--- config.mk ---
export PLATFORM = sky130hd
export DESIGN_NAME = transfer_session_table_core
export DESIGN_NICKNAME = d
export VERILOG_FILES = /design/src/hdl/tst_pkg.sv /design/src/hdl/transfer_session_table_core.sv /design/src/hdl/tst_mem.sv /design/src/hdl/tst_ctrl.sv
export SDC_FILE = /design/constraint.sdc
export NUM_CORES = 1
export LEC_CHECK = 0
export BUFFER_PORTS_ARGS = -buffer_cell sky130_fd_sc_hd__buf_4
export CAP_MARGIN = 10
export CORE_MARGIN = 3
export CORE_UTILIZATION = 40
export CTS_CLUSTER_SIZE = 20
export DETAILED_ROUTE_END_ITERATION = 7
export GPL_TIMING_DRIVEN = 1
export PLACE_DENSITY = 0.58
export SLEW_MARGIN = 10
export SYNTH_ARGS = -nofsm -noshare
export SYNTH_HDL_FRONTEND = slang
export SYNTH_SLANG_ARGS = --single-unit
export TNS_END_PERCENT = 5
--- constraint.sdc ---
create_clock -name clk_i -period 6.4 [get_ports clk_i]
set_input_delay 0.64 -clock clk_i [delete_from_list [all_inputs] [get_ports clk_i]]
set_output_delay 0.64 -clock clk_i [all_outputs]
set_load 0.02 [all_outputs]
--- src/hdl/tst_pkg.sv ---
// package: types, constants and codes for the transfer session table
`default_nettype none
package tst_pkg;
  localparam int unsigned SessionSlots = 8;
  localparam int unsigned SlotW = (SessionSlots > 1) ? $clog2(SessionSlots) : 1;
  localparam logic [15:0] DefaultChunk = 16'd256;
  localparam logic [7:0] NameLimit = 8'd64;
  localparam logic [16:0] MinReq = 17'd6;
  localparam logic [16:0] LenRsp = 17'd3;
  localparam logic [16:0] MinData = 17'd6;
  localparam logic [16:0] LenEnd = 17'd5;
  localparam logic [16:0] MinAck = 17'd1;

  typedef enum logic [1:0] {
    CMD_CREATE = 2'd0, CMD_CLOSE = 2'd1, CMD_PACKET = 2'd2, CMD_BAD = 2'd3
  } cmd_e;
  typedef enum logic [2:0] {
    FC_START_REQ = 3'd0, FC_START_RSP = 3'd1, FC_DATA = 3'd2, FC_END = 3'd3,
    FC_CANCEL = 3'd4, FC_ACK = 3'd5, FC_HEARTBEAT = 3'd6, FC_UNKNOWN = 3'd7
  } fc_e;
  typedef enum logic [1:0] {
    ST_OK = 2'd0, ST_INVALID = 2'd1, ST_FULL = 2'd2, ST_NOTFOUND = 2'd3
  } status_e;
  localparam logic [2:0] PhFree = 3'd0, PhWait = 3'd1, PhXfer = 3'd2,
                         PhDone = 3'd3, PhCancel = 3'd4;
  localparam logic [2:0] TrIdle = 3'd0, TrSend = 3'd1, TrRecv = 3'd2,
                         TrDone = 3'd3, TrFail = 3'd4;

  typedef enum logic [1:0] {S_IDLE, S_READ, S_WRITE} fsm_e;

  typedef struct packed {
    logic [1:0]  cmd;
    logic [15:0] session_number;
    logic [2:0]  function_code;
    logic [15:0] payload_length;
    logic [7:0]  name_length;
    logic [15:0] chunk_limit_in;
    logic [31:0] chunk_offset;
    logic [15:0] chunk_count;
    logic [31:0] now_time;
  } req_t;

  typedef struct packed {
    logic [1:0]  status;
    logic [15:0] assigned_number;
    logic        session_found;
    logic [2:0]  session_phase;
    logic [2:0]  transfer_phase;
    logic [31:0] bytes_done;
  } rsp_t;

  typedef struct packed {
    logic [2:0]  phase;
    logic [2:0]  transfer;
    logic [15:0] chunk_limit;
    logic [31:0] activity;
    logic [31:0] bytes;
  } entry_t;

  typedef struct packed {
    logic [SlotW-1:0] addr;
    logic             we;
    entry_t           wdata;
  } mem_req_t;
endpackage
`default_nettype wire

--- src/hdl/transfer_session_table_core.sv ---
// top level of the transfer session table
// channels: a command item enters on start/req_i when busy is low
// the result item appears on rsp_o for one cycle with done_o high
// busy stays high while an item is in progress and drops together with done,
// so a new item can be accepted in the cycle done is shown
// the record memory sets the sequence: read the slot, modify and write back,
// then the registered result
// slot search runs on occupancy flags and number registers in the start cycle
// reset frees every slot and sets the next session number to one; the record
// memory is not cleared, a written flag per slot makes a fresh record read as zero
// the receiver cannot stall: results must be taken when done is high
`default_nettype none
module transfer_session_table_core import tst_pkg::*; (
  input  wire logic clk_i,
  input  wire logic rst_ni,
  input  wire logic start,
  input  wire req_t req_i,
  output logic      busy,
  output logic      done_o,
  output rsp_t      rsp_o
);
  mem_req_t mem_req;
  entry_t   mem_rdata;
  logic     done_c;

  tst_mem u_mem (
    .clk_i   (clk_i),
    .req_i   (mem_req),
    .rdata_o (mem_rdata)
  );

  tst_ctrl u_ctrl (
    .clk_i       (clk_i),
    .rst_ni      (rst_ni),
    .start       (start),
    .req_i       (req_i),
    .busy        (busy),
    .done_o      (done_c),
    .rsp_o       (rsp_o),
    .mem_o       (mem_req),
    .mem_rdata_i (mem_rdata)
  );

  always_ff @(posedge clk_i or negedge rst_ni) begin
    if (!rst_ni) begin
      done_o <= 1'b0;
    end else begin
      done_o <= done_c;
    end
  end
endmodule
`default_nettype wire

--- src/hdl/tst_mem.sv ---
// session record memory with registered read
`default_nettype none
module tst_mem import tst_pkg::*; (
  input  wire logic     clk_i,
  input  wire mem_req_t req_i,
  output entry_t        rdata_o
);
  entry_t mem_q [SessionSlots];
  always_ff @(posedge clk_i) begin
    if (req_i.we) begin
      mem_q[req_i.addr] <= req_i.wdata;
    end
    rdata_o <= mem_q[req_i.addr];
  end
endmodule
`default_nettype wire

--- src/hdl/tst_ctrl.sv ---
// sequencer: slot search, read, modify and write back
`default_nettype none
module tst_ctrl import tst_pkg::*; (
  input  wire logic   clk_i,
  input  wire logic   rst_ni,
  input  wire logic   start,
  input  wire req_t   req_i,
  output logic        busy,
  output logic        done_o,
  output rsp_t        rsp_o,
  output mem_req_t    mem_o,
  input  wire entry_t mem_rdata_i
);
  fsm_e state_q, state_d;
  req_t req_q;
  logic [SessionSlots-1:0] occ_q, occ_d;
  logic [SessionSlots-1:0] wr_q, wr_d;
  logic [15:0] num_q [SessionSlots];
  logic [15:0] next_q, next_d;
  logic [SlotW-1:0] slot_q, slot_d;
  logic have_q, have_d;
  logic [15:0] num_wr;
  logic num_we;
  rsp_t rsp_d;
  rsp_t rsp_q;
  logic [16:0] plen;
  logic bad;
  entry_t ent;

  // slot search over occupancy flags and number registers
  always_comb begin
    slot_d = '0;
    have_d = 1'b0;
    for (int i = SessionSlots - 1; i >= 0; i--) begin
      if (req_i.cmd == CMD_CREATE) begin
        if (!occ_q[i]) begin
          slot_d = SlotW'(i);
          have_d = 1'b1;
        end
      end else if (occ_q[i] && num_q[i] == req_i.session_number) begin
        slot_d = SlotW'(i);
        have_d = 1'b1;
      end
    end
  end

  always_comb begin
    plen = {1'b0, req_q.payload_length};
    bad = 1'b0;
    case (fc_e'(req_q.function_code))
      FC_START_REQ: bad = plen < MinReq || req_q.name_length > NameLimit ||
                          plen < MinReq + {9'd0, req_q.name_length};
      FC_START_RSP: bad = plen < LenRsp;
      FC_DATA:      bad = plen < MinData + {1'b0, req_q.chunk_count};
      FC_END:       bad = plen < LenEnd;
      FC_CANCEL:    bad = 1'b0;
      FC_ACK:       bad = plen < MinAck;
      FC_HEARTBEAT: bad = 1'b0;
      default:      bad = 1'b1;
    endcase
  end

  always_comb begin
    state_d = state_q;
    occ_d = occ_q;
    wr_d = wr_q;
    next_d = next_q;
    num_wr = next_q;
    num_we = 1'b0;
    busy = state_q != S_IDLE;
    done_o = 1'b0;
    rsp_d = '0;
    ent = mem_rdata_i;
    mem_o.addr = slot_q;
    mem_o.we = 1'b0;
    mem_o.wdata = ent;
    case (state_q)
      S_IDLE: begin
        mem_o.addr = slot_d;
        if (start) begin
          state_d = S_READ;
        end
      end
      S_READ: begin
        state_d = S_WRITE;
      end
      S_WRITE: begin
        state_d = S_IDLE;
        done_o = 1'b1;
        // a record never written reads as zero
        if (!wr_q[slot_q]) begin
          ent = '0;
        end
        case (cmd_e'(req_q.cmd))
          CMD_CREATE: begin
            if (!have_q) begin
              rsp_d.status = ST_FULL;
            end else begin
              ent.phase = PhWait;
              ent.transfer = TrIdle;
              ent.chunk_limit = DefaultChunk;
              ent.activity = req_q.now_time;
              mem_o.we = 1'b1;
              occ_d[slot_q] = 1'b1;
              num_we = 1'b1;
              next_d = (next_q == 16'hffff) ? 16'd1 : next_q + 16'd1;
              rsp_d.assigned_number = next_q;
            end
          end
          CMD_CLOSE: begin
            if (!have_q) begin
              rsp_d.status = ST_NOTFOUND;
            end else begin
              ent.phase = PhFree;
              ent.transfer = TrIdle;
              mem_o.we = 1'b1;
              occ_d[slot_q] = 1'b0;
            end
          end
          CMD_PACKET: begin
            rsp_d.status = bad ? ST_INVALID : ST_OK;
            if (have_q && !bad) begin
              mem_o.we = 1'b1;
              case (fc_e'(req_q.function_code))
                FC_START_RSP: begin
                  ent.phase = PhXfer;
                  ent.transfer = TrSend;
                  ent.chunk_limit = req_q.chunk_limit_in;
                  ent.activity = req_q.now_time;
                end
                FC_DATA: begin
                  ent.transfer = TrRecv;
                  ent.activity = req_q.now_time;
                  ent.bytes = req_q.chunk_offset + {16'd0, req_q.chunk_count};
                end
                FC_END: begin
                  ent.phase = PhDone;
                  ent.transfer = TrDone;
                end
                FC_CANCEL: begin
                  ent.phase = PhCancel;
                  ent.transfer = TrFail;
                end
                FC_ACK, FC_HEARTBEAT: ent.activity = req_q.now_time;
                default: mem_o.we = 1'b0;
              endcase
            end
          end
          default: rsp_d.status = ST_INVALID;
        endcase
        mem_o.wdata = ent;
        if (mem_o.we) begin
          wr_d[slot_q] = 1'b1;
        end
        if (have_q && req_q.cmd != CMD_BAD) begin
          rsp_d.session_found = 1'b1;
          rsp_d.session_phase = ent.phase;
          rsp_d.transfer_phase = ent.transfer;
          rsp_d.bytes_done = ent.bytes;
        end
        if (req_q.cmd == CMD_CREATE && !have_q) begin
          rsp_d.session_found = 1'b0;
        end
      end
      default: state_d = S_IDLE;
    endcase
  end

  always_ff @(posedge clk_i or negedge rst_ni) begin
    if (!rst_ni) begin
      state_q <= S_IDLE;
      occ_q <= '0;
      wr_q <= '0;
      next_q <= 16'd1;
    end else begin
      state_q <= state_d;
      occ_q <= occ_d;
      wr_q <= wr_d;
      next_q <= next_d;
    end
  end

  always_ff @(posedge clk_i) begin
    if (state_q == S_IDLE && start) begin
      req_q <= req_i;
      slot_q <= slot_d;
      have_q <= have_d;
    end
    if (num_we) begin
      num_q[slot_q] <= num_wr;
    end
    rsp_q <= rsp_d;
  end
  assign rsp_o = rsp_q;
endmodule
`default_nettype wire

# After elaboration in Yosys (flattened, before gate mapping)
# Memory sizes are Yosys's and may differ from the RTL's. A register that Yosys moved wholly into a read port is not among the register bits.
# Index checks and enable logic that the tools add are counted.
[word_totals]
word_cells = 187
output_inout_bits = 59
in_bits = 144
register_bits = 221
mem_count = 2
mem_bits_rw = 816
[memory_table]
columns = ["memory", "words", "word_bits", "read_ports", "rd_clocked_by_memory_dff", "wr", "line", "source"]
rows = [
  ["u_mem.mem_q", 8, 86, 1, 1, 1, "tst_mem.sv:8", "entry_t mem_q [SessionSlots];"],
  ["u_ctrl.num_q", 8, 16, 8, 0, 1, "tst_ctrl.sv:18", "logic [15:0] num_q [SessionSlots];"],
]
[classes]
add_sub_neg = 4
n_reduce_logical = 32
order_cmp = 9
bitwise = 5
n_eq_ne = 23
mux = 91
[op_table]
columns = ["cell", "count"]
rows = [
  ["$mux 86", 3],
  ["$eq 16x16->1", 8],
  ["$mux 32", 3],
  ["$pmux 48 s2", 1],
  ["$mux 87", 1],
  ["$mux 3", 25],
  ["$mux 54", 1],
  ["$mux 39", 1],
  ["$mux 1", 38],
  ["$lt 16x17->1", 2],
  ["$add 32x16->32", 1],
  ["$lt 16x3->1 const B", 2],
  ["$mux 16", 2],
  ["$pmux 6 s3", 1],
  ["$add 3x16->17 const A", 1],
  ["$add 16x1->16 const B", 1],
  ["$eq 16x16->1 const B", 1],
  ["$lt 16x1->1 const B", 1],
  ["$lt 16x2->1 const B", 1],
  ["$mux 8", 2],
  ["$or 8x8->8", 2],
  ["$pmux 8 s2", 1],
  ["$logic_and 1x1->1", 13],
  ["$pmux 3 s4", 1],
  ["other kinds (34)", 51],
]

# Depth between registers and ports, before layout
# Gate-level depths: netlist of the first run.
# An unclocked memory read counts as a cell.
[logic_depth]
ltp_word = 20
depth_mapped = 19
mapped_depth_nobuf = 17

# Modules after synthesis
# Synthesis of the first run repeated with hierarchy kept, for this count alone.
[hier_totals]
hier_cells = 2598
area_unflattened_um2 = 44483.9
[modules_own_cells]
columns = ["module", "area_per_inst_um2", "cells_each", "n_inst", "seq_area_each_um2"]
rows = [
  ["tst_mem", 28014.4, 1228, 1, 22381.5],
  ["tst_ctrl", 16444.5, 1369, 1, 9710.6],
  ["transfer_session_table_core", 25.0, 1, 1, 25.0],
]

# Worst setup path before layout of the first run
# No wires, ideal clock.
[synth_timing]
path_type = "register to register"
from = "register u_ctrl.req_q[33] (netlist bit)"
to = "memory u_mem.mem_q[3][0] (netlist bit), enable pin"
path_buffers = 1
setup_time_ps = 433
setup_slack_ps = 1455
t_arrival_ps = 4512
stages_incl_launch_ff = 18
t_required_ps = 5967
period_less_slack_ps = 4945
path_cell_list = "edfxtp_1 > inv_1 > ha_1 > nor2_1 > nand2_1 > nor2_1 > xnor2_1 > ha_1 > nor2_1 > a21oi_1 > o221ai_1 > nor4_1 > nand4_1 > or3_1 > a21oi_1 > nand2b_1 > clkbuf_1 > nor2_1"
[synth_between]
elab_chain_len = 11
[synth_lines]
columns = ["element", "line", "source"]
rows = [
  ["start, declared", "tst_ctrl.sv:15", "req_t req_q;"],
  ["start signal, assigned", "tst_ctrl.sv:185", "req_q <= req_i;"],
  ["$add 3x16->17", "tst_ctrl.sv:54", "FC_DATA: bad = plen < MinData + {1'b0, req_q.chunk_count};"],
  ["$lt 16x17->1", "tst_ctrl.sv:54", ""],
  ["$pmux 1 s6", "tst_ctrl.sv:50", "case (fc_e'(req_q.function_code))"],
  ["$logic_not 1->1", "tst_ctrl.sv:122", "if (have_q && !bad) begin"],
  ["$logic_and 1x1->1", "tst_ctrl.sv:122", ""],
  ["$mux 1", "tst_ctrl.sv:122", ""],
  ["$pmux 1 s2", "tst_ctrl.sv:94", "case (cmd_e'(req_q.cmd))"],
  ["$mux 1", "tst_ctrl.sv:77", "case (state_q)"],
  ["$mux 87", "tst_ctrl.sv:77", ""],
  ["$mux 1", "tst_mem.sv:10", "if (req_i.we) begin"],
  ["$mux 1 (implied by the code)", "tst_mem.sv:11", "mem_q[req_i.addr] <= req_i.wdata;"],
  ["end, declared", "tst_mem.sv:8", ""],
]
# No other way between the ends. The select of a mux whose other input is x is not followed.

# Worst setup path in the final report of the first run
[layout_timing]
from = "register u_ctrl.req_q[33] (netlist bit)"
to = "memory u_mem.mem_q[0][4] (netlist bit), enable pin"
# The elaborated chain is that of the path after synthesis.

==> flow_metrics.env, run 1 <==
export IMPL_crit_start="u_ctrl.req_q[33]$_DFFE_PP_"
export IMPL_holdPathEnd="u_ctrl.req_q[75]$_DFFE_PP_"
export IMPL_hold_path_class="input port to flop"
export IMPL_insertion_delay_ps=610
export IMPL_max_stage_delay_ps=590
export IMPL_areaGrowthSynthToFinish_pct=17.0
export IMPL_fin_crit_ps=5190
export IMPL_syn_area_sq_um=26700
export IMPL_cpLargestDelayFamily="simple AND/OR/NAND/NOR gates"
export IMPL_grt_overflow=0
export IMPL_fin_hold_ws_ps=202
export IMPL_drtIter0Drc=1079
export IMPL_yosysTopAreaCellShare=0.577
export IMPL_clk_pin_slew_ps=60
export IMPL_hold_viol_final=0
export IMPL_port_buffers=154
export IMPL_grt_start_max_net_pins=79
export IMPL_chipHeight_microns=264
export IMPL_ys_warn_count=0
export IMPL_reg2reg_to="u_mem.mem_q[0][4]$_DFFE_PP_"
export IMPL_finalWirelength_microns=66600
export IMPL_crit_chain="inv_1 -> ha_1 -> nor2_1 -> nand2_1 -> nor2_1 -> xnor2_1 -> ha_1 -> nor2_1 -> a21oi_1 -> o221ai_1 -> nor4_1 -> nand4_1 -> or3_1 -> a21oi_1 -> nand2_1 -> nor2_4 -> buf_4"
export IMPL_ir_worst_vdd_v=0.000213
export IMPL_relSlewSlack=0.287
export IMPL_drv_cap=0
export IMPL_cts_sinks=643
export IMPL_yosys_top_cells_area="edfxtp_1 (58%), dfxtp_1 (7.1%), xor2_1 (4.2%)"
export IMPL_netlist_instances=1859
export IMPL_ys_types=70
export IMPL_drive_above_1_share=0.164
export IMPL_synth_ff_type="edfxtp_1"
export IMPL_grt_first_pass_wirelength_microns=100000
export IMPL_status="finished, final reports clean"
export IMPL_cts_tree="done"
export IMPL_fp_coreArea_sq_um=66000
export IMPL_seq_area_frac_synth=0.681
export IMPL_fin_setup_tns_ps=0
export IMPL_start_util=0.405
export IMPL_nets=2226
export IMPL_cp_end_kind="flop"
export IMPL_power_leakage_uw=0.0115
export IMPL_critical_path_class="flop to flop"
export IMPL_dp_cells=2825
export IMPL_ys_ff_latch=643
export IMPL_die_area_sq_um=69900
export IMPL_viasPerCell=5.36
export IMPL_cts_resized=0
export IMPL_cts_buffers=71
export IMPL_r2r_start="u_ctrl.req_q[33]$_DFFE_PP_"
export IMPL_yosys_area_top_type="edfxtp_1"
export IMPL_fmax_mhz=193
export IMPL_antenna_found_initial=2
export IMPL_boundaryPins=203
export IMPL_place_detailed_hpwl_microns=41700
export IMPL_slowest_stage="nor2_4"
export IMPL_fin_crit_sh=0.812
export IMPL_ys_async_sr_fraction=0.0544
export IMPL_fin_util=0.474
export IMPL_rows=94
export IMPL_syn_area_per_cell_sq_um=14.4
export IMPL_hold_path_depth=1
export IMPL_path_buf_inv=2
export IMPL_drc_errors=0
export IMPL_clockBufferDepth=3
export IMPL_cp_data_required_time_ps=6640
export IMPL_gp_congestion=0.836
export IMPL_total_power_uw=10900
export IMPL_r2r_setup_slack_ps=1210
export IMPL_fp_dieW_microns=264
export IMPL_fin_cells=2956
export IMPL_drv_slew=0
export IMPL_syn_nets=2050
export IMPL_min_delay_start="req_i[75]"
export IMPL_grt_setup_unrepaired="false"
export IMPL_antenna_left=0
export IMPL_reg2regPathDepth=17
export IMPL_grtUsageTotal=0.189
export IMPL_grt_pass1_vias=16158
export IMPL_cts_root_buffer="clkbuf_16"
export IMPL_clock_skew_ps=27.3
export IMPL_pwr_density_cell_nw_per_um2=349
export IMPL_crit_arrival_ps=5430
export IMPL_via_count=15847
export IMPL_htreeDepth=3
export IMPL_synth_edff_count=513
export IMPL_setup_viol=0
export IMPL_worst_slew_pin_slew_ps=1070
export IMPL_critPathMostFrequentCell="nor2_1"
export IMPL_dr_pass1_iters=5
export IMPL_cp_max_fo=27
export IMPL_start_kind="flop"
export IMPL_wl_per_cell_microns=22.5
sequential cells by signal, indices dropped and copies added, names as in the netlist, named ones only:
register / flops
u_ctrl.plen: 16
u_mem.mem_q: 304
u_ctrl.have_q: 1
done_o: 1
u_ctrl.slot_q: 3
u_ctrl.rsp_o: 57
u_ctrl.wr_q: 8
u_ctrl.req_q: 61
u_ctrl.next_q: 16
u_ctrl.num_q: 128
u_ctrl.state_q: 2
u_mem.rdata_o: 38
how the worst max path moves through the flow:
stage / endpoint / cells after the start
after floorplan: u_mem.mem_q[3][0]$_DFFE_PP_ / 17
after global placement: u_mem.mem_q[0][7]$_DFFE_PP_ / 17
after detailed placement: u_mem.mem_q[0][7]$_DFFE_PP_ / 17
after CTS: u_mem.mem_q[0][4]$_DFFE_PP_ / 17
after global routing: u_mem.mem_q[0][4]$_DFFE_PP_ / 17
final: u_mem.mem_q[0][4]$_DFFE_PP_ / 17
layer usage:
metal | vias to the layer above | track usage | routed length [microns]
li1 | 7356 | - | -
met5 | - | 0 | 13
met4 | 2 | 0.0584 | 1630
met2 | 388 | 0.302 | 31200
met1 | 7997 | 0.261 | 30000
met3 | 104 | 0.0388 | 3700
where the power goes:
part / total, uW / leakage (uW) / switching (uW) / internal, uW
registers: 5200 / 0.00610 / 178 / 5020
logic: 1630 / 0.00422 / 1050 / 588
clock network: 4090 / 0.00115 / 1660 / 2430
per-stage QoR:
step           setup WS, ps  instance area (sq um)
2_1_floorplan          1450                  26700
3_3_place_gp           1150                  28900
3_5_place_dp           1160                  28900
4_1_cts                1140                  31300
5_1_grt                 623                  31300
6_report               1210                  31300
cell families (layout without fill, tap and decap cells):
kind of cell,Yosys count,count (layout),share of synthesized area
compound gates,317,317,0.0857
xor+xnor,184,184,0.0603
mux,113,113,0.0464
other cells,0,1,0
buf+inv,108,340,0.0220
fa+ha+maj,47,47,0.0223
simple gates,447,447,0.0824
flops,643,643,0.681
synth_stat cells (4+ instances only):
master     number
nor2b_1        12
a211oi_1       26
o21a_1          8
nor4_1         32
nand2_1        94
nor3_1         31
a21boi_0        7
clkbuf_1       29
dfrtp_1        34
o21bai_1        9
or3_1           5
and3_1         19
o21ai_0        36
o211ai_1        5
or2_2           4
and2_1         36
nand2b_1       22
dfxtp_1        95
o221ai_1       11
edfxtp_1      513
nand3_1        47
mux2_2          7
inv_1          19
nor2_1        115
xnor2_1        56
buf_2          33
mux2i_1        98
ha_1           46
a21oi_1        59
nand4_1        17
buf_6           9
and2_0          4
o2111ai_1       6
a211o_1        18
buf_4          10
o2bb2ai_1      34
o22ai_1        10
mux4_2          8
a21o_1         26
xor2_1        128
a22o_1         32
cell usage in the layout, fill, tap and decap left out, types with 7 or more instances in the layout:
master	instances
a211oi_1	26
a21boi_0	7
nand2b_1	22
nor4_1	32
clkinv_2	9
o221ai_1	11
buf_4	187
and2_1	35
a21oi_1	59
o2bb2ai_1	34
dfxtp_1	95
inv_1	19
nor2_4	8
nor2b_1	12
mux4_2	8
xor2_1	128
clkbuf_8	10
clkbuf_16	71
and3_1	19
nand4_1	17
clkbuf_1	16
o21ai_0	36
nor3_1	27
o22ai_1	10
o21bai_1	9
nand2_1	94
nor2_1	106
a21o_1	25
o21a_1	8
dfrtp_1	34
nand3_1	47
a211o_1	18
a22o_1	32
edfxtp_1	513
mux2i_1	98
ha_1	46
xnor2_1	56
layout make-up:
type                       count  area (sq um)
clock inverter                32           398
tap                          864          1080
sequential                   643         18200
fill                        5718         34700
timing repair buffer         192          1490
inverter                      19          71.3
antenna                        1          2.50
clock buffer                  97          1970
multi-input combinational   1108          8050
worst reg2reg max path, stage by stage (launching register included):
cell and delay, ps:
edfxtp_1 450, inv_1 110, ha_1 260, nor2_1 340, nand2_1 100, nor2_1 130
xnor2_1 80, ha_1 270, nor2_1 40, a21oi_1 140, o221ai_1 120, nor4_1 230
nand4_1 300, or3_1 440, a21oi_1 270, nand2_1 370, nor2_4 590, buf_4 570
what timing repair did:
item | in CTS | in global routing
hold buffers | 1 | 0
buffers inserted | 0 | 0
endpoints found under the hold margin | 13 | 0
Note: power is estimated with default switching activity, not from simulation.
==> inputs of run 2 (changes only) <==
ABC_AREA = 1   (was not set)
clock period = 5.4 ns   (was 6.4 ns; I/O delays follow)
==> run 2 against run 1 <==
Compared with the run above:
- clock power up 17%
- design area up 5.2%
- worst setup slack worse by 770 ps
- fmax up 4.6%
- first-iteration DRC count up 73%
- clock-buffer cell count down 10
- sequential share of layout area down 2.9 points
- register-to-register slack worse by 770 ps
- highest routed layer unchanged
==> flow_metrics.env, run 2 <==
export IMPL_status="finished, final reports clean"
export IMPL_place_ws_ps=281
export IMPL_cts_setup_buffers=0
export IMPL_power_leakage_uw=0.0134
export IMPL_rows=97
export IMPL_worst_slew_pin_slew_ps=1130
export IMPL_layout_common_cells="nand2_1 (776), edfxtp_1 (513), nor2_1 (250)"
export IMPL_fin_util=0.468
export IMPL_largest_reg_flops=304
export IMPL_ys_types=52
export IMPL_drv_slew=0
export IMPL_dp_cells=3793
export IMPL_path_buf_inv=3
export IMPL_fmax_mhz=201
export IMPL_synthMuxAreaShare=0
export IMPL_fin_setup_tns_ps=0
export IMPL_synth_xor_area_frac=0.0249
export IMPL_internal_power_uw=9360
export IMPL_cp_end_kind="flop"
export IMPL_areaGrowthSynthToFinish_pct=15.5
export IMPL_regMostFlops="u_mem.mem_q"
export IMPL_cts_sinks=643
export IMPL_cpLargestDelayFamily="simple AND/OR/NAND/NOR gates"
export IMPL_ys_async_sr_fraction=0.0544
export IMPL_drv_cap=0
export IMPL_synth_ff_type="edfxtp_1"
export IMPL_power_frac_seq=0.469
export IMPL_power_share_clock=0.361
export IMPL_ys_warn_count=0
export IMPL_cp_data_required_time_ps=5710
export IMPL_syn_area_sq_um=28500
export IMPL_max_stage_delay_ps=420
export IMPL_crit_chain="inv_1 -> ha_1 -> nor2_1 -> nand3_1 -> nor2_1 -> nand4_1 -> nor2_1 -> xnor2_1 -> ha_1 -> nand2_1 -> nor3_2 -> nand3_1 -> nand4_1 -> nand3_1 -> nor2_2 -> o21ai_0 -> nand2_1 -> nand3_1 -> clkinvlp_4 -> buf_12"
export IMPL_place_detailed_hpwl_microns=51400
export IMPL_clk_pin_slew_ps=60
export IMPL_finalWirelength_microns=81300
export IMPL_switching_share=0.292
export IMPL_antenna_left=0
export IMPL_syn_area_per_cell_sq_um=10.2
export IMPL_fin_crit_ps=4960
export IMPL_grtUsageTotal=0.217
export IMPL_hold_path_class="input port to flop"
export IMPL_dr_pass1_iters=7
export IMPL_viasPerCell=5.29
export IMPL_seq_area_frac_synth=0.639
export IMPL_antenna_found_initial=3
export IMPL_clockBufferDepth=3
export IMPL_synth_compound_area_frac=0.0313
export IMPL_grt_first_pass_wirelength_microns=122000
export IMPL_critPathMostFrequentCell="nand3_1"
export IMPL_gp_congestion=0.888
export IMPL_critical_path_class="flop to flop"
export IMPL_grt_start_max_net_pins=97
export IMPL_nFillCells=6453
export IMPL_crit_arrival_ps=5270
export IMPL_placed_cell_area_sq_um=30500
export IMPL_synth_edff_count=513
export IMPL_p_comb_frac=0.170
export IMPL_nets=3116
export IMPL_pwr_density_cell_nw_per_um2=402
export IMPL_insertion_delay_ps=620
export IMPL_grt_pass1_vias=20037
export IMPL_power_switching_uw=3870
export IMPL_synth_top_family_by_area="simple AND/OR/NAND/NOR gates"
export IMPL_netlist_instances=2788
export IMPL_synth_most_common_cell="nand2_1"
export IMPL_cts_buffers=69
export IMPL_path_depth=20
export IMPL_hold_viol_final=0
export IMPL_fin_cells=3923
export IMPL_clock_skew_ps=27.7
export IMPL_grt_overflow=0
export IMPL_via_count=20743
export IMPL_fp_coreArea_sq_um=70300
export IMPL_cts_root_buffer="clkbuf_16"
export IMPL_boundaryPins=203
export IMPL_cp_max_fo=15
export IMPL_synth_top_cells_by_count="nand2_1 (777), edfxtp_1 (513), nor2_1 (258)"
export IMPL_htreeDepth=3
export IMPL_chipHeight_microns=273
export IMPL_cts_tree="done"
export IMPL_worst_slack_ps=437
export IMPL_yosys_area_share_simple=0.233
export IMPL_fin_crit_sh=0.919
export IMPL_reg2regPathDepth=20
export IMPL_grt_setup_unrepaired="false"
export IMPL_ys_ff_latch=643
export IMPL_r2r_start="u_ctrl.req_q[33]$_DFFE_PP_"
export IMPL_yosys_area_top_type="edfxtp_1"
export IMPL_ir_worst_vdd_v=0.000227
export IMPL_yosysTopAreaCellShare=0.541
export IMPL_setup_viol=0
export IMPL_start_kind="flop"
export IMPL_synthAdderAreaFrac=0.0209
export IMPL_yosys_top_cells_area="edfxtp_1 (54%), nand2_1 (10%), dfxtp_1 (6.7%)"
export IMPL_fp_dieW_microns=273
export IMPL_r2r_setup_slack_ps=440
export IMPL_drc_errors=0
export IMPL_drtIter0Drc=1871
export IMPL_start_util=0.405
export IMPL_syn_nets=2979
export IMPL_drive_above_1_share=0.117
export IMPL_fin_area_sq_um=32900
export IMPL_crit_start="u_ctrl.req_q[33]$_DFFE_PP_"
export IMPL_reg2reg_to="u_mem.mem_q[7][83]$_DFFE_PP_"
export IMPL_relSlewSlack=0.250
export IMPL_die_area_sq_um=74400
export IMPL_final_common_cell="nand2_1"
export IMPL_wl_per_cell_microns=20.7
export IMPL_port_buffers=154
export IMPL_reg_top3="u_mem.mem_q x304, u_ctrl.num_q x128, u_ctrl.req_q x61"
export IMPL_worstSetupEndpoint="u_mem.mem_q[7][83]$_DFFE_PP_"
export IMPL_slowest_stage="edfxtp_1"
==> run 2: cell count changes in the layout (fill, tap and decap cells not counted), moves of 32 or more <==
cell	change
mux2i_1	-98
o2bb2ai_1	-34
and2_1	-35
nand2_1	+682
o21ai_0	+38
inv_1	+159
a22o_1	-32
nand4_1	+159
nand3_1	+200
nor2_1	+144
xor2_1	-75
==> run 2: kinds of logic (layout without fill, tap and decap cells) <==
kind of cell    Yosys count  after routing
simple gates           1521           1521
flops                   643            643
buf+inv                 331            523
compound gates          165            165
xor+xnor                 81             81
fa+ha+maj                47             47
other cells               0              3
==> run 2: per-stage QoR <==
step | hold WS [ps] | power [uW]
CTS | 66.2 | 13300
finish | 94.4 | 13200
global route | 69.3 | 13800
floorplan | 244 | 7780
global placement | 434 | 8480
detailed placement | 443 | 8530
==> run 2: power by group through the flow <==
stage                     sequential [uW]  clock, uW  combinational, uW
after floorplan                      6220          0               1570
after global placement               6290          0               2200
after detailed placement             6290          0               2240
after CTS                            6190       4870               2260
after global routing                 6220       5070               2520
final                                6200       4780               2250
==> run 2: worst min path at each step <==
stage | start | endpoint | slack (ps) | cells past startpoint
finish | req_i[73] | u_ctrl.req_q[73]$_DFFE_PP_ | 90 | 1
global route | req_i[46] | u_ctrl.req_q[46]$_DFFE_PP_ | 70 | 1
CTS | req_i[73] | u_ctrl.req_q[73]$_DFFE_PP_ | 70 | 1
detailed placement | u_ctrl.wr_q[4]$_DFFE_PN0P_ | u_ctrl.wr_q[4]$_DFFE_PN0P_ | 440 | 2
global placement | u_ctrl.wr_q[4]$_DFFE_PN0P_ | u_ctrl.wr_q[4]$_DFFE_PN0P_ | 430 | 2
floorplan | rst_ni | async pin | 240 | 0
==> run 2: routing by layer <==
layer  vias up  GRT usage  wire [microns]
met1     10041      0.299           35800
met2       731      0.346           37600
met3       141     0.0359            5260
li1       9828          -               -
met4         2     0.0785            2580
met5         -          0              13
==> run 2: cell type report <==
type	instances	area [sq um]	area share
Inverter	204	773	0.0235
Clock inverter	39	422	0.0128
Sequential cell	643	18200	0.553
Antenna cell	3	7.51	0.000228
Timing Repair Buffer	193	1540	0.0468
Multi-Input combinational cell	1814	8880	0.270
Tap cell	940	1180	0.0358
Clock buffer	87	1890	0.0574
==> run 2: repair_timing <==
item                       4_1_cts  5_1_grt
hold buffers                     1        0
gates resized for setup          0        2
hold endpoints to repair        34        0
setup endpoints to repair        0       50
